`src/rtl/rsc_pkg.sv`:
```
`timescale 1ns / 1ps
`default_nettype none
package rsc_pkg;

	// Fixed sizes of the scanner.
	localparam int SLOTS        = 8;
	localparam int SLOT_W       = 3;
	localparam int SHORT_POINTS = 13;
	localparam int LONG_POINTS  = 15;
	localparam int IDX_W        = 4;
	localparam int VOLT_W       = 16;
	localparam int CM_W         = 8;
	localparam int MM_W         = 11;
	localparam int QUO_W        = 11;
	localparam int NUM_W        = MM_W + VOLT_W;
	localparam int REM_W        = NUM_W + 1;
	localparam int DSH_W        = VOLT_W + QUO_W - 1;
	localparam int CNT_W        = 4;
	localparam int PROD_W       = 24;

	// mm / 10 is taken as (mm * 6554) >> 16, exact for mm below 1638.
	localparam logic [12:0] RECIP_10 = 13'd6554;

	localparam logic [SLOT_W-1:0] ECHO_SLOT = SLOT_W'(SLOTS - 1);
	localparam logic [SLOT_W-1:0] MUX_LAST  = 3'd6;

	localparam logic [2:0] FUNC_START  = 3'd0;
	localparam logic [2:0] FUNC_SAMPLE = 3'd1;
	localparam logic [2:0] FUNC_ECHO   = 3'd2;
	localparam logic [2:0] FUNC_TICK   = 3'd3;
	localparam logic [2:0] FUNC_CLEAR  = 3'd4;

	localparam logic CFG_LONG_SLOT = 1'b0;
	localparam logic CFG_LAST_SLOT = 1'b1;

	typedef enum logic [3:0] {
		ST_IDLE,
		ST_LOOK,
		ST_SEARCH,
		ST_MUL,
		ST_PREP,
		ST_DIV,
		ST_SUB,
		ST_SCALE,
		ST_COMMIT
	} ctrl_state_t;

	typedef struct packed {
		logic load;
		logic look;
		logic search;
		logic mul;
		logic prep;
		logic div;
		logic sub;
		logic scale;
		logic commit;
	} dp_cmd_t;

	typedef struct packed {
		logic is_sample;
		logic clamp;
		logic hit;
		logic div_last;
		logic out_free;
	} dp_status_t;

	function automatic logic [VOLT_W-1:0] bp_volt(input logic long_sel,
			input logic [IDX_W-1:0] idx);
		logic [VOLT_W-1:0] r;
		r = '0;
		if (long_sel) begin
			unique case (idx)
				4'd0:  r = 16'd36045;
				4'd1:  r = 16'd33423;
				4'd2:  r = 16'd26214;
				4'd3:  r = 16'd20316;
				4'd4:  r = 16'd16384;
				4'd5:  r = 16'd14025;
				4'd6:  r = 16'd11141;
				4'd7:  r = 16'd10486;
				4'd8:  r = 16'd9830;
				4'd9:  r = 16'd8520;
				4'd10: r = 16'd7864;
				4'd11: r = 16'd7209;
				4'd12: r = 16'd6554;
				4'd13: r = 16'd5898;
				4'd14: r = 16'd5505;
				default: r = '0;
			endcase
		end else begin
			unique case (idx)
				4'd0:  r = 16'd41288;
				4'd1:  r = 16'd39059;
				4'd2:  r = 16'd36045;
				4'd3:  r = 16'd30278;
				4'd4:  r = 16'd21496;
				4'd5:  r = 16'd17170;
				4'd6:  r = 16'd14156;
				4'd7:  r = 16'd12059;
				4'd8:  r = 16'd9699;
				4'd9:  r = 16'd7995;
				4'd10: r = 16'd6685;
				4'd11: r = 16'd5898;
				4'd12: r = 16'd5374;
				default: r = '0;
			endcase
		end
		return r;
	endfunction

	function automatic logic [CM_W-1:0] bp_cm(input logic long_sel,
			input logic [IDX_W-1:0] idx);
		logic [CM_W-1:0] r;
		r = '0;
		if (long_sel) begin
			unique case (idx)
				4'd0:  r = 8'd15;
				4'd1:  r = 8'd20;
				4'd2:  r = 8'd30;
				4'd3:  r = 8'd40;
				4'd4:  r = 8'd50;
				4'd5:  r = 8'd60;
				4'd6:  r = 8'd70;
				4'd7:  r = 8'd80;
				4'd8:  r = 8'd90;
				4'd9:  r = 8'd100;
				4'd10: r = 8'd110;
				4'd11: r = 8'd120;
				4'd12: r = 8'd130;
				4'd13: r = 8'd140;
				4'd14: r = 8'd150;
				default: r = '0;
			endcase
		end else begin
			unique case (idx)
				4'd0:  r = 8'd6;
				4'd1:  r = 8'd7;
				4'd2:  r = 8'd8;
				4'd3:  r = 8'd10;
				4'd4:  r = 8'd15;
				4'd5:  r = 8'd20;
				4'd6:  r = 8'd25;
				4'd7:  r = 8'd30;
				4'd8:  r = 8'd40;
				4'd9:  r = 8'd50;
				4'd10: r = 8'd60;
				4'd11: r = 8'd70;
				4'd12: r = 8'd80;
				default: r = '0;
			endcase
		end
		return r;
	endfunction

	// Centimetres to millimetres as cm * 8 + cm * 2.
	function automatic logic [MM_W-1:0] cm_to_mm(input logic [CM_W-1:0] cm);
		return MM_W'({cm, 3'b000}) + MM_W'({cm, 1'b0});
	endfunction

endpackage
`default_nettype wire

```
`src/rtl/rsc_ctrl.sv`:
```
`timescale 1ns / 1ps
`default_nettype none
module rsc_ctrl (
	input  wire logic               clk,
	input  wire logic               arst_n,
	input  wire logic               in_valid,
	output logic                    in_ready,
	input  wire rsc_pkg::dp_status_t st,
	output rsc_pkg::dp_cmd_t        cmd
);
	import rsc_pkg::*;

	ctrl_state_t state_q, state_d;

	always_ff @(posedge clk or negedge arst_n) begin
		if (!arst_n) begin
			state_q <= ST_IDLE;
		end else begin
			state_q <= state_d;
		end
	end

	always_comb begin
		state_d  = state_q;
		cmd      = '0;
		in_ready = 1'b0;
		unique case (state_q)
			ST_IDLE: begin
				in_ready = 1'b1;
				if (in_valid) begin
					cmd.load = 1'b1;
					state_d  = ST_LOOK;
				end
			end
			ST_LOOK: begin
				cmd.look = 1'b1;
				if (!st.is_sample) begin
					state_d = ST_COMMIT;
				end else if (st.clamp) begin
					state_d = ST_SCALE;
				end else begin
					state_d = ST_SEARCH;
				end
			end
			ST_SEARCH: begin
				cmd.search = 1'b1;
				if (st.hit) begin
					state_d = ST_MUL;
				end
			end
			ST_MUL: begin
				cmd.mul = 1'b1;
				state_d = ST_PREP;
			end
			ST_PREP: begin
				cmd.prep = 1'b1;
				state_d  = ST_DIV;
			end
			ST_DIV: begin
				cmd.div = 1'b1;
				if (st.div_last) begin
					state_d = ST_SUB;
				end
			end
			ST_SUB: begin
				cmd.sub = 1'b1;
				state_d = ST_SCALE;
			end
			ST_SCALE: begin
				cmd.scale = 1'b1;
				state_d   = ST_COMMIT;
			end
			ST_COMMIT: begin
				// Hold the finished item until the output register has room.
				if (st.out_free) begin
					cmd.commit = 1'b1;
					state_d    = ST_IDLE;
				end
			end
			default: begin
				state_d = ST_IDLE;
			end
		endcase
	end

endmodule
`default_nettype wire

```
`src/rtl/rsc_dp.sv`:
```
`timescale 1ns / 1ps
`default_nettype none
module rsc_dp (
	input  wire logic                       clk,
	input  wire logic                       arst_n,
	input  wire rsc_pkg::dp_cmd_t           cmd,
	output rsc_pkg::dp_status_t             st,
	input  wire logic                       cfg_we,
	input  wire logic                       cfg_index,
	input  wire logic [2:0]                 cfg_data,
	input  wire logic [2:0]                 func,
	input  wire logic [7:0]                 adc_code,
	input  wire logic                       echo_level,
	input  wire logic [rsc_pkg::SLOT_W-1:0] read_slot,
	output logic                            out_valid,
	input  wire logic                       out_ready,
	output logic                            slot_written,
	output logic [rsc_pkg::SLOT_W-1:0]      written_index,
	output logic [7:0]                      written_distance,
	output logic [2:0]                      mux_code,
	output logic                            start_conversion,
	output logic                            fire_trigger,
	output logic                            scan_done,
	output logic [7:0]                      read_distance
);
	import rsc_pkg::*;

	// Latched item.
	logic [2:0]        func_q;
	logic [7:0]        code_q;
	logic              level_q;
	logic [SLOT_W-1:0] rslot_q;

	// Scanner state.
	logic [SLOT_W-1:0] long_slot_q, last_slot_q, cur_slot_q;
	logic [CM_W-1:0]   buf_q [SLOTS];
	logic [7:0]        timer_q;
	logic              done_q;

	// Lookup datapath.
	logic [IDX_W-1:0]  j_q;
	logic [MM_W-1:0]   high_q, diff_q, mm_q;
	logic [VOLT_W-1:0] dv_q, den_q;
	logic [NUM_W-1:0]  num_q;
	logic [REM_W-1:0]  rem_q;
	logic [DSH_W-1:0]  dsh_q;
	logic [CNT_W-1:0]  cnt_q;
	logic [QUO_W-1:0]  quo_q;
	logic [CM_W-1:0]   cm_q;

	logic              out_valid_q;

	logic [VOLT_W-1:0] v, volt_a, volt_b;
	logic [CM_W-1:0]   cm_a, cm_b;
	logic [IDX_W-1:0]  idx_a, idx_b, last_idx;
	logic              sel_long, div_ge;
	logic [PROD_W-1:0] prod;

	assign v        = {code_q, 8'b0};
	assign sel_long = (cur_slot_q == long_slot_q);
	assign last_idx = sel_long ? IDX_W'(LONG_POINTS - 1) : IDX_W'(SHORT_POINTS - 1);

	// During the first look, a is the first breakpoint and b the last one;
	// during the search, a and b bound the segment under test.
	assign idx_a  = cmd.look ? '0 : j_q - IDX_W'(1);
	assign idx_b  = cmd.look ? last_idx : j_q;
	assign volt_a = bp_volt(sel_long, idx_a);
	assign volt_b = bp_volt(sel_long, idx_b);
	assign cm_a   = bp_cm(sel_long, idx_a);
	assign cm_b   = bp_cm(sel_long, idx_b);

	assign div_ge = (rem_q >= REM_W'(dsh_q));
	assign prod   = PROD_W'(mm_q) * PROD_W'(RECIP_10);

	assign st.is_sample = (func_q == FUNC_SAMPLE);
	assign st.clamp     = (v >= volt_a) || (v <= volt_b);
	assign st.hit       = (v >= volt_b);
	assign st.div_last  = (cnt_q == '0);
	assign st.out_free  = !out_valid_q || out_ready;

	always_ff @(posedge clk) begin
		if (cmd.load) begin
			func_q  <= func;
			code_q  <= adc_code;
			level_q <= echo_level;
			rslot_q <= read_slot;
		end
		if (cmd.look) begin
			j_q <= IDX_W'(1);
			if (v >= volt_a) begin
				mm_q <= cm_to_mm(cm_a);
			end else begin
				mm_q <= cm_to_mm(cm_b);
			end
		end
		if (cmd.search) begin
			j_q    <= j_q + IDX_W'(1);
			high_q <= cm_to_mm(cm_a);
			diff_q <= cm_to_mm(cm_b) - cm_to_mm(cm_a);
			dv_q   <= volt_a - v;
			den_q  <= volt_a - volt_b;
		end
		if (cmd.mul) begin
			num_q <= NUM_W'(diff_q) * NUM_W'(dv_q);
		end
		if (cmd.prep) begin
			// Distance grows away from the nearer breakpoint, so the quotient is truncated.
			rem_q <= REM_W'(num_q);
			dsh_q <= {den_q, (QUO_W - 1)'(0)};
			cnt_q <= CNT_W'(QUO_W - 1);
			quo_q <= '0;
		end
		if (cmd.div) begin
			if (div_ge) begin
				rem_q <= rem_q - REM_W'(dsh_q);
			end
			quo_q <= {quo_q[QUO_W-2:0], div_ge};
			dsh_q <= dsh_q >> 1;
			cnt_q <= cnt_q - CNT_W'(1);
		end
		if (cmd.sub) begin
			mm_q <= high_q + quo_q;
		end
		if (cmd.scale) begin
			cm_q <= prod[PROD_W-1:PROD_W-CM_W];
		end
	end

	// Next architectural state and result of the item, used on commit.
	logic [SLOT_W-1:0] cur_d;
	logic [7:0]        timer_d;
	logic              done_d, wr_d, conv_d, fire_d;
	logic [SLOT_W-1:0] widx_d;
	logic [7:0]        wdist_d;
	logic [CM_W-1:0]   buf_d [SLOTS];

	always_comb begin
		cur_d   = cur_slot_q;
		timer_d = timer_q;
		done_d  = done_q;
		wr_d    = 1'b0;
		widx_d  = '0;
		wdist_d = '0;
		conv_d  = 1'b0;
		fire_d  = 1'b0;
		for (int i = 0; i < SLOTS; i++) begin
			buf_d[i] = buf_q[i];
		end
		unique case (func_q)
			FUNC_START: begin
				cur_d  = '0;
				conv_d = 1'b1;
			end
			FUNC_SAMPLE: begin
				buf_d[cur_slot_q] = cm_q;
				wr_d    = 1'b1;
				widx_d  = cur_slot_q;
				wdist_d = cm_q;
				if (cur_slot_q < last_slot_q) begin
					cur_d  = cur_slot_q + SLOT_W'(1);
					conv_d = 1'b1;
				end else begin
					cur_d   = '0;
					timer_d = '0;
					fire_d  = 1'b1;
				end
			end
			FUNC_ECHO: begin
				if (level_q) begin
					timer_d = '0;
				end else begin
					buf_d[ECHO_SLOT] = timer_q;
					done_d  = 1'b1;
					wr_d    = 1'b1;
					widx_d  = ECHO_SLOT;
					wdist_d = timer_q;
				end
			end
			FUNC_TICK: begin
				timer_d = timer_q + 8'd1;
			end
			FUNC_CLEAR: begin
				done_d = 1'b0;
			end
			default: begin
			end
		endcase
	end

	always_ff @(posedge clk or negedge arst_n) begin
		if (!arst_n) begin
			long_slot_q <= 3'd4;
			last_slot_q <= 3'd6;
			cur_slot_q  <= '0;
			timer_q     <= '0;
			done_q      <= 1'b0;
			out_valid_q <= 1'b0;
			for (int i = 0; i < SLOTS; i++) begin
				buf_q[i] <= '0;
			end
		end else begin
			if (cfg_we) begin
				unique case (cfg_index)
					CFG_LONG_SLOT: long_slot_q <= cfg_data;
					CFG_LAST_SLOT: last_slot_q <= cfg_data;
					default: begin
					end
				endcase
			end
			if (cmd.commit) begin
				cur_slot_q <= cur_d;
				timer_q    <= timer_d;
				done_q     <= done_d;
				for (int i = 0; i < SLOTS; i++) begin
					buf_q[i] <= buf_d[i];
				end
				out_valid_q <= 1'b1;
			end else if (out_ready) begin
				out_valid_q <= 1'b0;
			end
		end
	end

	// Output register; loaded only when the previous result has left.
	always_ff @(posedge clk) begin
		if (cmd.commit) begin
			slot_written     <= wr_d;
			written_index    <= widx_d;
			written_distance <= wdist_d;
			mux_code         <= (cur_d <= MUX_LAST) ? cur_d + SLOT_W'(1) : '0;
			start_conversion <= conv_d;
			fire_trigger     <= fire_d;
			scan_done        <= done_d;
			read_distance    <= buf_d[rslot_q];
		end
	end

	assign out_valid = out_valid_q;

endmodule
`default_nettype wire

```
`src/rtl/ir_ultrasonic_range_scanner.sv`:
```
`timescale 1ns / 1ps
`default_nettype none
// IR and ultrasonic range scanner.
// Items enter on in_valid/in_ready: func selects start scan, ADC sample, echo
// edge, timer tick, clear done or read slot, with adc_code, echo_level and
// read_slot alongside. Each accepted item gives exactly one result transfer on
// out_valid/out_ready carrying the stored distance (if any), the next mux
// select, conversion and trigger requests, the done flag and the buffer entry
// at read_slot as it stands after the item.
// An ADC sample that clamps to an end of the table goes from the look step to
// scaling; otherwise it searches the segments one breakpoint at a time, then
// multiplies, runs a serial divide and adds. Other items go straight to commit.
// One item is in work at a time; in_ready is high only while the block is idle.
// The result sits in an output register, so the next item is accepted while an
// earlier result waits; if the receiver still holds the result when the next
// one finishes, the block waits until that transfer completes.
// The configuration port (cfg_we, cfg_index, cfg_data) sets the long-range
// slot (index 0) and the last IR slot (index 1); write it only when idle.
// Reset clears the buffer, timer, slot counter and done flag, sets the
// long-range slot to 4 and the last IR slot to 6, and empties the output.
module ir_ultrasonic_range_scanner (
	input  wire logic                       clk,
	input  wire logic                       arst_n,
	input  wire logic                       cfg_we,
	input  wire logic                       cfg_index,
	input  wire logic [2:0]                 cfg_data,
	input  wire logic                       in_valid,
	output logic                            in_ready,
	input  wire logic [2:0]                 func,
	input  wire logic [7:0]                 adc_code,
	input  wire logic                       echo_level,
	input  wire logic [rsc_pkg::SLOT_W-1:0] read_slot,
	output logic                            out_valid,
	input  wire logic                       out_ready,
	output logic                            slot_written,
	output logic [rsc_pkg::SLOT_W-1:0]      written_index,
	output logic [7:0]                      written_distance,
	output logic [2:0]                      mux_code,
	output logic                            start_conversion,
	output logic                            fire_trigger,
	output logic                            scan_done,
	output logic [7:0]                      read_distance
);
	import rsc_pkg::*;

	dp_cmd_t    cmd;
	dp_status_t st;

	rsc_ctrl u_ctrl (
		.clk      (clk),
		.arst_n   (arst_n),
		.in_valid (in_valid),
		.in_ready (in_ready),
		.st       (st),
		.cmd      (cmd)
	);

	rsc_dp u_dp (
		.clk              (clk),
		.arst_n           (arst_n),
		.cmd              (cmd),
		.st               (st),
		.cfg_we           (cfg_we),
		.cfg_index        (cfg_index),
		.cfg_data         (cfg_data),
		.func             (func),
		.adc_code         (adc_code),
		.echo_level       (echo_level),
		.read_slot        (read_slot),
		.out_valid        (out_valid),
		.out_ready        (out_ready),
		.slot_written     (slot_written),
		.written_index    (written_index),
		.written_distance (written_distance),
		.mux_code         (mux_code),
		.start_conversion (start_conversion),
		.fire_trigger     (fire_trigger),
		.scan_done        (scan_done),
		.read_distance    (read_distance)
	);

endmodule
`default_nettype wire

```
`config.mk`:
```
export PLATFORM = sky130hd
export DESIGN_NAME = ir_ultrasonic_range_scanner
export DESIGN_NICKNAME = d
export VERILOG_FILES = /design/src/rtl/rsc_pkg.sv /design/src/rtl/rsc_ctrl.sv /design/src/rtl/rsc_dp.sv /design/src/rtl/ir_ultrasonic_range_scanner.sv
export SDC_FILE = /design/constraint.sdc
export NUM_CORES = 1
export LEC_CHECK = 0
export BUFFER_PORTS_ARGS = -buffer_cell sky130_fd_sc_hd__clkbuf_2
export CORE_MARGIN = 1
export CORE_UTILIZATION = 45
export CTS_BUF_LIST = sky130_fd_sc_hd__clkbuf_8
export DETAILED_ROUTE_END_ITERATION = 10
export REMOVE_ABC_BUFFERS = 1
export SLEW_MARGIN = 20
export SYNTH_ARGS = -nofsm -noshare
export SYNTH_HDL_FRONTEND = slang
export SYNTH_SLANG_ARGS = --single-unit
export TNS_END_PERCENT = 5
```
`constraint.sdc`:
```
create_clock -name clk -period 5 [get_ports clk]
set_input_delay 0.5 -clock clk [delete_from_list [all_inputs] [get_ports clk]]
set_output_delay 0.5 -clock clk [all_outputs]
set_load 0.02 [all_outputs]
```
==> reports/results.ini <==
[run_status]
status = finished, violations left
violations = negative setup slack

[floorplan]
die_x_um = 241
core_um2 = 56500
start_util_pct = 45.6
rows = 87
ios = 52
dieArea_um2 = 58200
die-height_um = 241

[routing]
drc_errors = 0
via_per_inst = 5.49
drt-pass1-iter-count = 7
drt_iter0_drc = 1522
vias = 20800
routed_wl_um = 69100
antenna_left = 0
wl_per_cell_um = 18.3

[clocking]
clock_sinks = 298
ctsHtreeMaxLevel = 2
cts_buffers = 53
clk_latency_ps = 650
cts_tree = built
clk_path_buf_depth = 3
path_clk_slew_ps = 60
cts_root_buf = clkbuf_8

[timing]
fin_tns_setup_ps = -587
fin_crit_sh_pct = 102
clock.fmax_ghz = 0.195
worst_pin_slew_ps = 1110
final-setup-viol-count = 10
rsz0062_at_grt = yes
fin_crit_ps = 5120
slew_viol_final = 0
hold_violations = 0
max_slew_margin_pct = 26.1
fin_skew_ps = 36.0
worst_slack_ps = -116

[worst_setup_path]
worst-path-max-fanout = 5
cp.required_ps = 5370
crit_path_cell_trace = buf_6 -> buf_4 -> nand2_1 -> fa_1 -> fa_1 -> inv_1 -> fa_1 -> fa_1 -> inv_1 -> fa_1 -> inv_2 -> ha_4 -> buf_4 -> a21o_1 -> buf_4 -> nand2_2 -> nand4_1 -> a31o_2 -> a41oi_2 -> xnor2_1
critPathLaunchType = register
worst_setup_path_end_kind = register
crit_slowest_cell = fa_1
worstPathArrival_ps = 5490
critPathMaxStageDelay_ps = 500
critical_path_class = reg -> reg
crit_top_cell = fa_1

[cells_and_area]
areaGrowthSynthToFinish_pct = 17.4
layout-drive-gt1-share_pct = 19.4
finalNetCount = 3405
multi_input_area_um2 = 16200
nFillCells = 4998
seqCellArea_um2 = 8230
stdcell_count = 3782

[synthesis]
yosysTopAreaCell = edfxtp_1
async_flop_share_pct = 29.2
synth_most_common_cell = inv_1
synth_area_um2 = 25700
synth_sequential_area_ratio_pct = 32.0
synth_area_leaders = edfxtp_1 21%, ha_1 12%, fa_1 12%
synthCells = 2736
synth_top_area_share_pct = 21.2
yosysWarnings = 0
synth_seq_cells = 298
synth_edf_count = 182
synthTopCellsByCount = 311 x inv_1, 277 x nand2_1, 251 x ha_1
ys_types = 79
syn_avg_cell_area_um2 = 9.41
synth-main-ff-cell = edfxtp_1

[worst_hold_path]
hp-class = in -> reg

[place]
dp_hpwl_um = 52900
port_buffers = 51
place.gp.congestion = 0.949
dp_cells = 3644

[global_routing]
gr-usage-met2_pct = 39.2
grt_use_met3_pct = 3.00
globalRouteMet1Util_pct = 32.9
grt_use_total_pct = 24.0
grt_pass1_vias = 20600
grt_start_max_net_pins = 88
grt_pass1_wl_um = 110000
antenna_found_initial = 3
top_usage_layer = met2
grt.overflow.total = 0

[flow_run]
drv_cap = 0

==> critical path: cells and delay by family (launching register included) <==
kind	cells	cell delay (ps)
compound gates	3	640
xor+xnor	1	100
fa+ha+maj	6	2610
buf+inv	7	730
flops	1	490
simple gates	3	300
==> cell families after synthesis <==
logic type	count (synthesis)	share of synthesized area (%)
AO/OA/AOI/OAI	577	14.4
XOR/XNOR	107	3.64
adder cells (fa/ha/maj)	400	23.8
buffers and inverters	459	6.80
flip-flops	298	32.0
multiplexers	122	5.21
AND/OR/NAND/NOR	773	14.2
==> registers in the layout, indices dropped and copies added (netlist names), 10 cells and up <==
name,count
u_dp.buf_q,64
u_dp.den_q,16
u_dp.diff_q,10
u_dp.dsh_q,26
u_dp.dv_q,16
u_dp.high_q,10
u_dp.mm_q,11
u_dp.num_q,26
u_dp.quo_q,11
u_dp.rem_q,28
==> path summary, 6_finish.rpt <==
path                       cells past startpoint            endpoint  slack (ps)      startpoint
max                                           20      u_dp.num_q[22]        -120  u_dp.diff_q[4]
min                                            1     u_dp.rslot_q[0]          50    read_slot[0]
max reg2reg                                   20      u_dp.num_q[22]        -120  u_dp.diff_q[4]
min reg2reg                                    2      u_dp.dsh_q[25]         460  u_dp.den_q[15]
max in group asynchronous                      2  u_dp.cur_slot_q[0]        3940          arst_n
min in group asynchronous                      2      u_dp.buf_q[41]         480          arst_n
==> placed cells by master, fill, tap and decap left out, drive strengths merged, types with 27 or more instances in the layout <==
master / n
buf: 277
ha: 251
edfxtp: 182
mux2: 66
nor3: 67
nand2: 277
dfxtp: 29
nor2: 171
and2: 77
xor2: 32
a21o: 55
clkbuf: 109
o21ai: 145
xnor2: 75
nand3: 36
and3: 27
mux2i: 53
o211ai: 28
fa: 149
inv: 334
a21oi: 148
dfrtp: 84
a211oi: 29
==> through the flow <==
| stage | area [um^2] | utilization, % | setup WS, ps | hold WS [ps] |
|---|---|---|---|---|
| after floorplan | 25200 | - | -248 | 204 |
| after global placement | 28300 | 50.0 | -372 | 444 |
| after detailed placement | 28300 | 50.0 | -450 | 451 |
| after CTS | 30000 | 53.1 | -45.7 | 0.827 |
| after global routing | 30200 | 53.5 | -250 | 15.3 |
| final | 30200 | 53.5 | -116 | 48.2 |
==> layout make-up <==
cell class | instances | share of cell area [%]
Antenna cell | 1 | 0.00828
Tap cell | 756 | 3.13
Clock inverter | 40 | 1.09
Inverter | 314 | 3.90
Timing Repair Buffer | 335 | 8.25
Clock buffer | 59 | 2.69
Sequential cell | 298 | 27.2
Multi-Input combinational cell | 1979 | 53.7
==> what timing repair did <==
item                                    CTS  global route
hold buffers                              7             1
buffers inserted                         25             4
hold endpoints to repair                  7            41
endpoints found under the setup margin   21            37
pin swaps                                68            25
gates cloned                              0             0
resized for setup                        70            37
==> per-layer routing <==
metal | part of all wire [%] | vias to the layer above
li1 | - | 9978
met1 | 46 | 10100
met2 | 46 | 564
met3 | 5.0 | 142
met4 | 3.0 | 4
met5 | 0.039 | -
Power is left out: the tool's default activity adds up to more than one toggle a clock period on the data nets, which glitch-free logic cannot reach.
